==> src/design/i8bsd_pkg.sv <==
// Shared types and constants for the int8 block-scaled dot product unit.
// No dependencies.
`default_nettype none
package i8bsd_pkg;

	localparam int unsigned QUEUE_DEPTH = 4;
	localparam int unsigned QPTR_W      = $clog2(QUEUE_DEPTH);

	localparam logic [31:0] F32_QNAN    = 32'h7fc0_0000;
	localparam logic [7:0]  F32_EXP_MAX = 8'hff;

	// One finished block and/or dot end, handed from front to back.
	typedef struct packed {
		logic [31:0] sum;
		logic [15:0] lhs_scale;
		logic [15:0] rhs_scale;
		logic        do_block;
		logic        do_dot;
	} cmd_t;

	// Widened binary16: value = m * 2^e when finite and nonzero.
	typedef struct packed {
		logic              nan;
		logic              inf;
		logic              zero;
		logic              s;
		logic [10:0]       m;
		logic signed [6:0] e;
	} half_t;

	function automatic half_t half_unpack(input logic [15:0] h);
		half_t r;
		r.s    = h[15];
		r.nan  = (h[14:10] == 5'h1f) && (h[9:0] != 10'd0);
		r.inf  = (h[14:10] == 5'h1f) && (h[9:0] == 10'd0);
		r.zero = (h[14:0] == 15'd0);
		if (h[14:10] == 5'd0) begin
			r.m = {1'b0, h[9:0]};
			r.e = -7'sd24;
		end else begin
			r.m = {1'b1, h[9:0]};
			r.e = 7'(signed'({2'b00, h[14:10]}) - 7'sd25);
		end
		return r;
	endfunction

endpackage
`default_nettype wire

==> src/design/i8bsd_front.sv <==
// Front end: accepts element pairs, keeps the exact block sum, and queues
// a command per block end or dot end. Depends on i8bsd_pkg.
`default_nettype none
module i8bsd_front (
	input  wire                  clk,
	input  wire                  arst_n,
	input  wire                  in_valid,
	output logic                 in_ready,
	input  wire  signed [7:0]    lhs_value,
	input  wire  signed [7:0]    rhs_value,
	input  wire         [15:0]   lhs_scale,
	input  wire         [15:0]   rhs_scale,
	input  wire                  pair_valid,
	input  wire                  last_in_block,
	input  wire                  last_in_dot,
	input  wire                  q_full,
	output logic                 q_push,
	output i8bsd_pkg::cmd_t      q_data
);
	import i8bsd_pkg::*;

	logic [31:0]        sum_q;
	logic signed [15:0] prod;
	logic [31:0]        sum_next;
	logic               fire;
	logic               close_block;

	assign in_ready    = !q_full;
	assign fire        = in_valid && in_ready;
	assign prod        = lhs_value * rhs_value;
	assign sum_next    = pair_valid ? sum_q + 32'(prod) : sum_q;
	assign close_block = pair_valid && last_in_block;
	assign q_push      = fire && (close_block || last_in_dot);

	always_comb begin
		q_data.sum       = sum_next;
		q_data.lhs_scale = lhs_scale;
		q_data.rhs_scale = rhs_scale;
		q_data.do_block  = close_block;
		q_data.do_dot    = last_in_dot;
	end

	// an open block is dropped when the dot closes
	always_ff @(posedge clk or negedge arst_n) begin
		if (!arst_n) begin
			sum_q <= '0;
		end else if (fire) begin
			sum_q <= (close_block || last_in_dot) ? 32'd0 : sum_next;
		end
	end

endmodule
`default_nettype wire

==> src/design/i8bsd_queue.sv <==
// Short command queue between front and back ends.
// Depends on i8bsd_pkg.
`default_nettype none
module i8bsd_queue (
	input  wire              clk,
	input  wire              arst_n,
	input  wire              push,
	input  i8bsd_pkg::cmd_t  push_data,
	output logic             full,
	input  wire              pop,
	output logic             avail,
	output i8bsd_pkg::cmd_t  pop_data
);
	import i8bsd_pkg::*;

	cmd_t               mem_q [QUEUE_DEPTH];
	logic [QPTR_W-1:0]  wr_q;
	logic [QPTR_W-1:0]  rd_q;
	logic [QPTR_W:0]    cnt_q;

	assign full     = (cnt_q == (QPTR_W+1)'(QUEUE_DEPTH));
	assign avail    = (cnt_q != '0);
	assign pop_data = mem_q[rd_q];

	always_ff @(posedge clk) begin
		if (push) begin
			mem_q[wr_q] <= push_data;
		end
	end

	always_ff @(posedge clk or negedge arst_n) begin
		if (!arst_n) begin
			wr_q  <= '0;
			rd_q  <= '0;
			cnt_q <= '0;
		end else begin
			if (push) begin
				wr_q <= wr_q + 1'b1;
			end
			if (pop) begin
				rd_q <= rd_q + 1'b1;
			end
			cnt_q <= cnt_q + (QPTR_W+1)'(push) - (QPTR_W+1)'(pop);
		end
	end

endmodule
`default_nettype wire

==> src/design/i8bsd_back.sv <==
// Back end: scale widening, sum conversion, scaled multiply and float32
// accumulate with round-to-nearest-even; drives the result register. Uses i8bsd_pkg.
`default_nettype none
module i8bsd_back (
	input  wire              clk,
	input  wire              arst_n,
	input  wire              q_avail,
	input  i8bsd_pkg::cmd_t  q_data,
	output logic             q_pop,
	output logic             out_valid,
	input  wire              out_ready,
	output logic [31:0]      out_data
);
	import i8bsd_pkg::*;

	typedef enum logic [5:0] {
		ST_IDLE  = 6'b000001,
		ST_WIDEN = 6'b000010,
		ST_NORM  = 6'b000100,
		ST_MUL   = 6'b001000,
		ST_ADD   = 6'b010000,
		ST_EMIT  = 6'b100000
	} state_t;

	typedef enum logic [2:0] {
		PH_ISUM = 3'b001,
		PH_PROD = 3'b010,
		PH_ACC  = 3'b100
	} phase_t;

	state_t             state_q;
	state_t             done_st;
	phase_t             phase_q;
	cmd_t               cmd_q;
	logic [31:0]        acc_q;
	logic [31:0]        rbits_q;
	logic [47:0]        nm_q;
	logic signed [11:0] ne_q;
	logic               ns_q;
	logic               sc_nan_q, sc_inf_q, sc_zero_q, sc_s_q;
	logic [21:0]        sc_m_q;
	logic signed [7:0]  sc_e_q;
	logic               out_valid_q;
	logic [31:0]        out_data_q;

	// widen
	half_t              hl, hr;
	logic               w_nan, w_inf;
	logic [31:0]        sum_mag;

	// round of normalized value nm_q * 2^ne_q
	logic               r_up;
	logic [24:0]        r_sum;
	logic signed [11:0] r_be;
	logic [31:0]        r_bits;

	// multiply
	logic               i_zero;
	logic [23:0]        i_m;
	logic [45:0]        m_prod;
	logic signed [11:0] m_e;

	// add
	logic               a_nan, a_inf, a_zero, b_nan, b_inf, b_zero;
	logic               swap;
	logic [31:0]        x_f, y_f;
	logic [7:0]         d_exp;
	logic [47:0]        x_m, y_m0, y_m, y_lost;
	logic [47:0]        add_m;
	logic               emit_ok;

	assign hl     = half_unpack(cmd_q.lhs_scale);
	assign hr     = half_unpack(cmd_q.rhs_scale);
	assign w_nan  = hl.nan || hr.nan || (hl.inf && hr.zero) || (hr.inf && hl.zero);
	assign w_inf  = (hl.inf || hr.inf) && !w_nan;
	assign sum_mag = cmd_q.sum[31] ? (~cmd_q.sum + 32'd1) : cmd_q.sum;

	assign r_up  = nm_q[23] && ((|nm_q[22:0]) || nm_q[24]);
	assign r_sum = {1'b0, nm_q[47:24]} + 25'(r_up);
	assign r_be  = ne_q + 12'sd174 + 12'(r_sum[24]);
	always_comb begin
		if (r_be >= 12'sd255) begin
			r_bits = {ns_q, F32_EXP_MAX, 23'd0};
		end else begin
			r_bits = {ns_q, r_be[7:0], r_sum[24] ? 23'd0 : r_sum[22:0]};
		end
	end

	assign i_zero = (rbits_q[30:0] == 31'd0);
	assign i_m    = {1'b1, rbits_q[22:0]};
	assign m_prod = sc_m_q * i_m;
	assign m_e    = 12'(sc_e_q) + signed'({4'b0, rbits_q[30:23]}) - 12'sd150;

	assign a_nan  = (acc_q[30:23] == F32_EXP_MAX) && (acc_q[22:0] != 23'd0);
	assign a_inf  = (acc_q[30:0] == {F32_EXP_MAX, 23'd0});
	assign a_zero = (acc_q[30:0] == 31'd0);
	assign b_nan  = (rbits_q[30:23] == F32_EXP_MAX) && (rbits_q[22:0] != 23'd0);
	assign b_inf  = (rbits_q[30:0] == {F32_EXP_MAX, 23'd0});
	assign b_zero = (rbits_q[30:0] == 31'd0);
	assign swap   = rbits_q[30:0] > acc_q[30:0];
	assign x_f    = swap ? rbits_q : acc_q;
	assign y_f    = swap ? acc_q : rbits_q;
	assign d_exp  = x_f[30:23] - y_f[30:23];
	assign x_m    = {1'b0, 1'b1, x_f[22:0], 23'd0};
	assign y_m0   = {1'b0, 1'b1, y_f[22:0], 23'd0};
	assign y_lost = y_m0 & ~({48{1'b1}} << d_exp[5:0]);
	assign y_m    = (d_exp >= 8'd48) ? 48'd1 : ((y_m0 >> d_exp[5:0]) | 48'(|y_lost));
	assign add_m  = (x_f[31] == y_f[31]) ? x_m + y_m : x_m - y_m;

	assign done_st  = cmd_q.do_dot ? ST_EMIT : ST_IDLE;
	assign emit_ok  = !out_valid_q || out_ready;
	assign q_pop    = (state_q == ST_IDLE) && q_avail;
	assign out_valid = out_valid_q;
	assign out_data  = out_data_q;

	always_ff @(posedge clk) begin
		if (q_pop) begin
			cmd_q <= q_data;
		end
	end

	always_ff @(posedge clk or negedge arst_n) begin
		if (!arst_n) begin
			state_q     <= ST_IDLE;
			phase_q     <= PH_ISUM;
			acc_q       <= '0;
			out_valid_q <= 1'b0;
			out_data_q  <= '0;
			rbits_q     <= '0;
			nm_q        <= '0;
			ne_q        <= '0;
			ns_q        <= 1'b0;
			sc_nan_q    <= 1'b0;
			sc_inf_q    <= 1'b0;
			sc_zero_q   <= 1'b0;
			sc_s_q      <= 1'b0;
			sc_m_q      <= '0;
			sc_e_q      <= '0;
		end else begin
			// ST_EMIT reloads the result register itself
			if (out_valid_q && out_ready && (state_q != ST_EMIT)) begin
				out_valid_q <= 1'b0;
			end
			case (state_q)
				ST_IDLE: begin
					if (q_avail) begin
						state_q <= q_data.do_block ? ST_WIDEN : ST_EMIT;
					end
				end
				ST_WIDEN: begin
					sc_nan_q  <= w_nan;
					sc_inf_q  <= w_inf;
					sc_zero_q <= (hl.zero || hr.zero) && !w_nan && !w_inf;
					sc_s_q    <= hl.s ^ hr.s;
					sc_m_q    <= hl.m * hr.m;
					sc_e_q    <= 8'(hl.e) + 8'(hr.e);
					if (cmd_q.sum == 32'd0) begin
						rbits_q <= '0;
						state_q <= ST_MUL;
					end else begin
						nm_q    <= {sum_mag, 16'd0};
						ne_q    <= -12'sd16;
						ns_q    <= cmd_q.sum[31];
						phase_q <= PH_ISUM;
						state_q <= ST_NORM;
					end
				end
				ST_NORM: begin
					if (nm_q[47]) begin
						case (phase_q)
							PH_ISUM: begin
								rbits_q <= r_bits;
								state_q <= ST_MUL;
							end
							PH_PROD: begin
								rbits_q <= r_bits;
								state_q <= ST_ADD;
							end
							default: begin
								acc_q   <= r_bits;
								state_q <= done_st;
							end
						endcase
					end else if (nm_q[47:40] == 8'd0) begin
						nm_q <= nm_q << 8;
						ne_q <= ne_q - 12'sd8;
					end else begin
						nm_q <= nm_q << 1;
						ne_q <= ne_q - 12'sd1;
					end
				end
				ST_MUL: begin
					if (sc_nan_q || (sc_inf_q && i_zero)) begin
						rbits_q <= F32_QNAN;
						state_q <= ST_ADD;
					end else if (sc_inf_q) begin
						rbits_q <= {sc_s_q ^ rbits_q[31], F32_EXP_MAX, 23'd0};
						state_q <= ST_ADD;
					end else if (sc_zero_q || i_zero) begin
						rbits_q <= {sc_s_q ^ rbits_q[31], 31'd0};
						state_q <= ST_ADD;
					end else begin
						nm_q    <= {2'b00, m_prod};
						ne_q    <= m_e;
						ns_q    <= sc_s_q ^ rbits_q[31];
						phase_q <= PH_PROD;
						state_q <= ST_NORM;
					end
				end
				ST_ADD: begin
					if (a_nan || b_nan || (a_inf && b_inf && (acc_q[31] != rbits_q[31]))) begin
						acc_q   <= F32_QNAN;
						state_q <= done_st;
					end else if (a_inf) begin
						state_q <= done_st;
					end else if (b_inf) begin
						acc_q   <= rbits_q;
						state_q <= done_st;
					end else if (b_zero) begin
						acc_q   <= a_zero ? {acc_q[31] & rbits_q[31], 31'd0} : acc_q;
						state_q <= done_st;
					end else if (a_zero) begin
						acc_q   <= rbits_q;
						state_q <= done_st;
					end else if (add_m == 48'd0) begin
						acc_q   <= '0;
						state_q <= done_st;
					end else begin
						nm_q    <= add_m;
						ne_q    <= signed'({4'b0, x_f[30:23]}) - 12'sd173;
						ns_q    <= x_f[31];
						phase_q <= PH_ACC;
						state_q <= ST_NORM;
					end
				end
				ST_EMIT: begin
					if (emit_ok) begin
						out_valid_q <= 1'b1;
						out_data_q  <= (acc_q[30:0] > {F32_EXP_MAX, 23'd0}) ? F32_QNAN : acc_q;
						acc_q       <= '0;
						state_q     <= ST_IDLE;
					end
				end
				default: begin
					state_q <= ST_IDLE;
				end
			endcase
		end
	end

endmodule
`default_nettype wire

==> src/design/int8_block_scaled_dot_product_unit.sv <==
// Int8 block-scaled dot product, top level. Depends on i8bsd_pkg, i8bsd_front,
// i8bsd_queue and i8bsd_back.
// Throughput: one word per cycle into the front end while the queue is not full;
// the back end takes a closed block through up to three normalize/round loops and the
// accumulate on its shared normalize unit; a 4-entry command queue absorbs the
// difference. A dot-end word passes the queue and the back end's idle state to its
// emit state, after the block processing when it also closes a block. Reset clears
// the block sum, accumulator (+0.0) and queue.
`default_nettype none
module int8_block_scaled_dot_product_unit (
	input  wire         clk,
	input  wire         arst_n,
	input  wire         s_axis_tvalid,
	output logic        s_axis_tready,
	// [7:0] lhs_value, [15:8] rhs_value, [31:16] lhs_scale, [47:32] rhs_scale
	input  wire  [47:0] s_axis_tdata,
	// [0] pair_valid, [1] last_in_block
	input  wire  [1:0]  s_axis_tuser,
	input  wire         s_axis_tlast,
	output logic        m_axis_tvalid,
	input  wire         m_axis_tready,
	// [31:0] dot_result
	output logic [31:0] m_axis_tdata
);
	import i8bsd_pkg::*;

	cmd_t push_data, pop_data;
	logic push, pop, full, avail;

	i8bsd_front u_front (
		.clk           (clk),
		.arst_n        (arst_n),
		.in_valid      (s_axis_tvalid),
		.in_ready      (s_axis_tready),
		.lhs_value     (s_axis_tdata[7:0]),
		.rhs_value     (s_axis_tdata[15:8]),
		.lhs_scale     (s_axis_tdata[31:16]),
		.rhs_scale     (s_axis_tdata[47:32]),
		.pair_valid    (s_axis_tuser[0]),
		.last_in_block (s_axis_tuser[1]),
		.last_in_dot   (s_axis_tlast),
		.q_full        (full),
		.q_push        (push),
		.q_data        (push_data)
	);

	i8bsd_queue u_queue (
		.clk       (clk),
		.arst_n    (arst_n),
		.push      (push),
		.push_data (push_data),
		.full      (full),
		.pop       (pop),
		.avail     (avail),
		.pop_data  (pop_data)
	);

	i8bsd_back u_back (
		.clk       (clk),
		.arst_n    (arst_n),
		.q_avail   (avail),
		.q_data    (pop_data),
		.q_pop     (pop),
		.out_valid (m_axis_tvalid),
		.out_ready (m_axis_tready),
		.out_data  (m_axis_tdata)
	);

endmodule
`default_nettype wire

==> config.mk <==
export PLATFORM = sky130hd
export DESIGN_NAME = int8_block_scaled_dot_product_unit
export DESIGN_NICKNAME = d
export VERILOG_FILES = /design/src/design/i8bsd_pkg.sv /design/src/design/i8bsd_front.sv /design/src/design/i8bsd_queue.sv /design/src/design/i8bsd_back.sv /design/src/design/int8_block_scaled_dot_product_unit.sv
export SDC_FILE = /design/constraint.sdc
export NUM_CORES = 2
export LEC_CHECK = 0
export ABC_AREA = 1
export BUFFER_PORTS_ARGS = -buffer_cell sky130_fd_sc_hd__buf_2
export CAP_MARGIN = 10
export CORE_ASPECT_RATIO = 1.5
export CORE_MARGIN = 8
export CORE_UTILIZATION = 40
export CTS_CLUSTER_SIZE = 14
export DETAILED_ROUTE_END_ITERATION = 12
export GPL_TIMING_DRIVEN = 0
export PLACE_DENSITY_LB_ADDON = 0.12
export SLEW_MARGIN = 30
export SYNTH_ARGS = -nofsm -noshare
export SYNTH_HDL_FRONTEND = slang
export SYNTH_SLANG_ARGS = --single-unit
==> constraint.sdc <==
create_clock -name clk -period 7.15 [get_ports clk]
set_input_delay 0.715 -clock clk [delete_from_list [all_inputs] [get_ports clk]]
set_output_delay 0.715 -clock clk [all_outputs]
set_load 0.02 [all_outputs]
; ---- Word level (Yosys, flattened, before mapping)
; Memories as Yosys holds them, arrays and structs flattened.
; Index checks and enable logic that the tools add are counted.
[word_totals]
register_bits = 305
ram_bits = 264
inputBits = 55
out_inout_bits = 34
word_cells = 267
mem_count = 1
[mem_list]
columns = memory, words, width, rd, rd_clocked_by_memory_dff, write_ports, line_no
row1 = u_queue.mem_q, 4, 66, 1, 0, 1, i8bsd_queue.sv:16  ; cmd_t mem_q [QUEUE_DEPTH];
[op_classes]
n_addsub = 20
mul = 3
order_cmp = 4
n_eq_ne = 39
shifts = 2
mux = 100
bitwise_logic = 7
reduce_logical = 67
[op_table]
columns = op, count
row1 = 32-bit 2-to-1 mux, 22
row2 = 48-bit 2-to-1 mux, 14
row3 = 32-bit one-hot mux with 3 select lines, 2
row4 = 48-bit one-hot mux with 4 select lines, 1
row5 = 12-bit 2-to-1 mux, 12
row6 = 6-bit 2-to-1 mux, 13
row7 = "31-bit == test, second input constant", 2
row8 = 31-bit logical NOT, 2
row9 = 47-bit by 48-bit adder with 48-bit output, 1
row10 = 47-bit by 48-bit AND with 48-bit output, 1
row11 = 48-bit logical NOT, 1
row12 = 48-bit NOT, 1
row13 = 48-bit by 1-bit bitwise OR with 48-bit output, 1
row14 = 12-bit one-hot mux with 4 select lines, 1
row15 = 48-bit OR reduction, 1
row16 = "48-bit by 6-bit << shifter with 48-bit output, first input constant", 1
row17 = 47-bit by 6-bit >> shifter with 48-bit output, 1
row18 = 47-bit by 48-bit subtractor with 48-bit output, 1
row19 = 22-bit by 24-bit multiplier with 46-bit output, 1
row20 = 23-bit nonzero test, 2
row21 = 18-bit 2-to-1 mux, 2
row22 = 6-bit one-hot mux with 6 select lines, 1
row23 = "32-bit by 1-bit adder with 32-bit output, second input constant", 1
row24 = 32-bit adder, 1
row25 = 71 further kinds, 156

; ---- Logic depth before layout (Yosys ltp)
[depth]
ltp_word = 19
mapped_depth = 59
ltp_nobuf = 57

; ---- Cells and area by module
; From an unflattened synthesis, not the netlist that was laid out.
[hier_totals]
cells_unflattened = 8456
area_unflattened_um2 = 63026.7
[modules_own_cells]
columns = mod, n_inst, cells_each, area_per_inst_um2, seq_area_each_um2
row1 = i8bsd_back, 1, 6344, 44859.3, 6984.2
row2 = i8bsd_queue, 1, 1080, 11471.0, 8102.8
row3 = i8bsd_front, 1, 1032, 6696.4, 800.8

; ---- Least setup slack after synthesis
; Ideal clock, no wire load.
[synth_timing]
path_type = register -> register
start = register u_back.rbits_q[8]
end = register u_back.nm_q[45]
setup_time_ps = 121
arrival_time_ps = 7442
t_required_ps = 7029
slack_ps = -413
stages_incl_launch_ff = 38
path_buffers = 2
period_less_slack_ps = 7563
cell_sequence = dfrtp_1 clkbuf_1 clkbuf_1 nand2_1 fa_1 inv_1 fa_1 fa_1 fa_1 inv_1 fa_1 fa_1 inv_1 fa_1 ha_1 nand2_1 o21ai_0 o21bai_1 [... 2 more ...] a21oi_1 inv_1 nand2_1 nand2_1 a21oi_1 o21ai_0 a21oi_1 o21ai_0 a21boi_0 o21ai_0 nand2_1 nand2_1 inv_1 or2_2 nand3_1 o211ai_1 a21oi_1 o21ai_2
[synth_between]
elab_chain_len = 18
elab_cells_between_ends = 46
cone_classes = add/sub: 3 / mul: 1 / order compare: 2 / eq/ne: 8 / shift: 2 / mux: 14 / bitwise: 3 / reduce/logical: 13
[synth_rtl]
columns = item, line_no
row1 = "start, declared", i8bsd_back.sv:36  ; logic [31:0] rbits_q;
row2 = "start signal, assigned", i8bsd_back.sv:172  ; rbits_q <= r_bits;
row3 = "start signal, assigned", i8bsd_back.sv:176  ; rbits_q <= r_bits;
row4 = "start signal, assigned", i8bsd_back.sv:197  ; rbits_q <= {sc_s_q ^ rbits_q[31], F32_EXP_MAX, 23'd0};
row5 = 31-bit > comparator, i8bsd_back.sv:100  ; assign swap = rbits_q[30:0] > acc_q[30:0];
row6 = "32-bit 2-to-1 mux, on equally long branches", "i8bsd_back.sv:101, i8bsd_back.sv:102"
row7 = 8-bit subtractor, i8bsd_back.sv:103  ; assign d_exp = x_f[30:23] - y_f[30:23];
row8 = 48-bit by 6-bit << shifter with 48-bit output, i8bsd_back.sv:106  ; assign y_lost = y_m0 & ~({48{1'b1}} << d_exp[5:0]);
row9 = 48-bit NOT, i8bsd_back.sv:106
row10 = 47-bit by 48-bit AND with 48-bit output, i8bsd_back.sv:106
row11 = 48-bit OR reduction, i8bsd_back.sv:107  ; assign y_m = (d_exp >= 8'd48) ? 48'd1 : ((y_m0 >> d_exp[5:0]) | 48'(|y_lost));
row12 = 48-bit by 1-bit bitwise OR with 48-bit output, i8bsd_back.sv:107
row13 = [... 2 more ...], -
row14 = 48-bit 2-to-1 mux, i8bsd_back.sv:108  ; assign add_m = (x_f[31] == y_f[31]) ? x_m + y_m : x_m - y_m;
row15 = 48-bit 2-to-1 mux, i8bsd_back.sv:225  ; end else if (add_m == 48'd0) begin
row16 = 48-bit 2-to-1 mux, i8bsd_back.sv:222  ; end else if (a_zero) begin
row17 = 48-bit 2-to-1 mux, i8bsd_back.sv:219  ; end else if (b_zero) begin
row18 = 48-bit 2-to-1 mux, i8bsd_back.sv:216  ; end else if (b_inf) begin
row19 = 48-bit 2-to-1 mux, i8bsd_back.sv:214  ; end else if (a_inf) begin
row20 = 48-bit 2-to-1 mux, i8bsd_back.sv:211  ; if (a_nan || b_nan || (a_inf && b_inf && (acc_q[31] != rbits_q[31]))) begin
row21 = 48-bit one-hot mux with 4 select lines, i8bsd_back.sv:144  ; case (state_q)
row22 = "end signal, assigned", i8bsd_back.sv:161  ; nm_q <= {sum_mag, 16'd0};
row23 = "end signal, assigned", i8bsd_back.sv:203  ; nm_q <= {2'b00, m_prod};
row24 = "end signal, assigned", i8bsd_back.sv:229  ; nm_q <= add_m;
row25 = "end, declared", i8bsd_back.sv:37  ; logic [47:0] nm_q;
; Several ways; a longest one is shown, not always the timed one. The select of a mux whose other input is x is not followed.
; A chain may end at the register's enable or synchronous reset.

; ---- Worst setup path in the final report
[layout_timing]
start = register u_back.rbits_q[13]
end = register u_back.nm_q[35]
; Same word-level chain as after synthesis.

==> results by group <==
Placed design
  • IO buf count: 72
  • GP Congestion: between 1 and 1.5
  • Final HPWL from detailed placement: about 180000 µm

Synth
  • Library cells used by synthesis: 69
  • EDFF count, synth: around 330
  • Yosys reg bits: 569
  • Synth area leader: fa_1
  • Synth warn: 0
  • Top FF cell, synth: edfxtp_1
  • Cell count after synthesis: 7508
  • Top-area cell type share of the netlist area: 0.196
  • Post-synthesis sequential area ratio: 0.269
  • Synth Net Count: 8540
  • Syn Area/Cell: between 7 and 8 µm²
  • Post-synth ARST share: 0.422
  • Top cells by area, synth: fa_1 (20%), edfxtp_1 (17%), nand2_1 (12%), dfrtp_1 (10%), inv_1 (8.5%)
  • Synthesized cell area: around 59000 µm²

Floorplan
  • Die area: 160000 µm²
  • Die Span X: 330 µm
  • Site Rows: 172
  • Total core area: 147000 µm²
  • Ports: 89
  • Die height: between 400 and 500 µm
  • Starting Density: 0.403

Critical path
  • Critical Path Fanout Max: 5
  • R2R Path End: u_back.nm_q[35]$_DFFE_PN0P_
  • Worst Path Buf+Inv: 8
  • Total stage count of the critical path: 35
  • Delay of the slowest critical-path stage: between 0.5 and 0.6 ns
  • Critical path launch point type: flip-flop
  • WS Path Type: flip-flop to flip-flop
  • CP dominant cell by count: fa_1
  • RR Startpoint: u_back.rbits_q[13]$_DFFE_PN0P_
  • R2R cell count: 35
  • Critical Path AT: 8.00 ns
  • CP Data Required Time: approximately 7.7 ns
  • Worst path top cell family by delay: adder cells
  • Worst setup EP type: flip-flop
  • Slowest stage cell, crit path: fa_1
  • FF-to-FF setup slack: -0.28 ns

Final layout
  • Final net count: 9013
  • Commonest non-fill, non-tap cells in the layout: nand2_1 (1753), inv_1 (1290), fa_1 (547)
  • Filler cells: ~14000
  • Register area: around 16000 µm²
  • P&R area growth vs syn: 21.5%
  • Multi-input logic area: about 39000 µm²
  • Commonest non-fill, non-tap cell in the layout: nand2_1
  • Fraction of layout cells with a size suffix above 1: 0.177

Run
  • MaxCap Viol Count: 0

Global routing
  • Grt ovf: 0
  • Global router's overall resource usage: 0.279
  • Global-route wire length before repair: 339000 µm
  • Antenna violations before repair: 2
  • Largest net degree at the start of global routing: 73
  • Vias in the first global route: 54900

Detailed routing
  • DRT Pass-1 Iters: 6
  • Initial DRC count: 4059
  • Top layer in use: met4
  • Vias: 53400
  • DR WL/cell: ~23 µm
  • Met3 Routed Length: 12300 µm
  • DRT Wirelength: 229000 µm
  • Via-to-Cell Ratio: between 5 and 6
  • Met1 wire length: 85900 µm
  • Met2 wire length: 111000 µm
  • DRC viols: 0
  • Post-DRT Antenna Nets: 0

STA
  • Worst-Margin Slew: 1.12 ns
  • Slew Limit Headroom: 0.254
  • Fin. max-slew vios: 0
  • PnR worst setup slack: -0.285 ns
  • Clock Skew: 0.0305 ns
  • Worst hold slack: 0.239 ns
  • Final hold violation count: 0
  • Fin crit share: 1.04
  • Fmax: 0.135 GHz
  • RSZ-0062 raised after global routing: true
  • Setup-failing EPs final: 39
  • Min cycle time layout: 7.43 ns

Worst hold path
  • Worst min-delay path category: input pin to flip-flop
  • Hold EP: u_queue.mem_q[0][30]$_DFFE_PP_
  • Hold path start: s_axis_tdata[28]
  • Hold depth: 1

Clocking
  • Clock transition at path regs: 0.07 ns
  • CTS root buffer: clkbuf_16
  • Total CTS buffers: 60
  • Skew-Pair Late Insertion Delay: 0.70 ns
  • Clock Path Buffers: 3
  • CTS tree: done
  • H-tree depth: 2
  • CTS sink count: 569

Outcome
  • Failing checks: setup timing
  • Status: finished with violations
==> Yosys cell counts (10+ instances only) <==
cell	n
nand2_1	1925
inv_1	1343
fa_1	577
nor2_1	530
o21ai_0	403
ha_1	400
edfxtp_1	329
a21oi_1	304
clkbuf_1	282
nand3_1	282
dfrtp_1	238
o22ai_1	105
xor2_1	94
o21ai_1	70
nor3_1	52
xnor2_1	46
nand2_2	40
nand4_1	40
nor4_1	33
buf_2	32
o31ai_1	32
a22o_1	28
a31oi_1	27
buf_4	26
or2_2	25
o221ai_1	20
o21bai_1	19
o211ai_1	18
o32ai_1	18
a221oi_1	12
a211oi_1	11
a21o_1	11
inv_2	11
o21a_1	11
a21boi_0	10
buf_6	10
nand3_2	10
==> cells by family (layout without fill, tap and decap cells) <==
family | Yosys count | in the layout | share of synthesized area
flip-flops | 569 | 569 | 0.269
other | 0 | 1 | 0
AND/OR/NAND/NOR | 2972 | 2974 | 0.206
AO/OA/AOI/OAI | 1131 | 1131 | 0.111
multiplexers | 1 | 1 | 0.000191
XOR/XNOR | 140 | 140 | 0.0208
adder cells (fa/ha/maj) | 977 | 977 | 0.280
buffers and inverters | 1718 | 2241 | 0.113
==> registers in the layout, indices dropped and copies added (netlist names), 6 cells and up <==
signal           flops
u_queue.mem_q      264
u_back.sc_m_q       22
u_back.ne_q         12
u_back.out_data     32
u_back.rbits_q      32
u_back.sc_e_q        8
u_front.sum_q       32
u_back.cmd_q        65
u_back.state_q       6
u_back.nm_q         48
u_back.acc_q        32
==> worst max path at each step <==
stage	slack, ns	from	endpoint
6_report	-0.28	u_back.rbits_q[13]$_DFFE_PN0P_	u_back.nm_q[35]$_DFFE_PN0P_
5_1_grt	-0.44	u_back.rbits_q[13]$_DFFE_PN0P_	u_back.nm_q[35]$_DFFE_PN0P_
4_1_cts	-0.25	u_back.sc_m_q[6]$_DFFE_PN0P_	u_back.nm_q[42]$_DFFE_PN0P_
3_5_place_dp	-2.96	u_back.rbits_q[0]$_DFFE_PN0P_	u_back.phase_q[1]$_DFFE_PN0P_
3_3_place_gp	-2.88	u_back.rbits_q[0]$_DFFE_PN0P_	u_back.phase_q[1]$_DFFE_PN0P_
2_1_floorplan	-0.06	u_back.rbits_q[9]$_DFFE_PN0P_	u_back.nm_q[45]$_DFFE_PN0P_
==> final cells by class <==
class	count	area share
diodes	1	0.0000349
repair buffers	419	0.0534
flip-flops and latches	569	0.222
well taps	1914	0.0334
inverters	1357	0.0719
clock buffers	76	0.0225
clock inverters	38	0.00633
multi-input cells	5223	0.548
repair inverters	1	0.000157
plain buffers	350	0.0419
==> timing repair <==
item	in CTS	in global routing
hold endpoints to repair	4	0
gates resized for setup	713	546
buffers inserted	184	125
hold buffers	1	0
gates cloned	6	12
setup endpoints to repair	120	129
pin swaps	125	193
==> metrics by stage <==
| step | instances | area (µm²) | utilization | setup slack, ns | setup TNS [ns] |
|---|---|---|---|---|---|
| 6_report | 9948 | 71700 | 0.490 | -0.285 | -2.67 |
| 5_1_grt | 9947 | 71700 | 0.490 | -0.443 | -18.40 |
| 4_1_cts | 9816 | 68700 | 0.469 | -0.249 | -4.03 |
| 3_5_place_dp | 9518 | 62500 | 0.427 | -2.96 | -302.86 |
| 3_3_place_gp | 9494 | 61800 | 0.422 | -2.88 | -480.43 |
| 2_1_floorplan | 7508 | 59100 | - | -0.0560 | -0.0560 |
==> per-layer routing <==
metal | vias to the layer above | global-route usage
met1 | 26200 | 0.323
met2 | 1886 | 0.485
met4 | 0 | 0.185
met5 | - | 0
met3 | 679 | 0.0333
li1 | 24700 | -
Power is left out: the tool's default activity adds up to more than one toggle a clock period on the data nets, which glitch-free logic cannot reach.
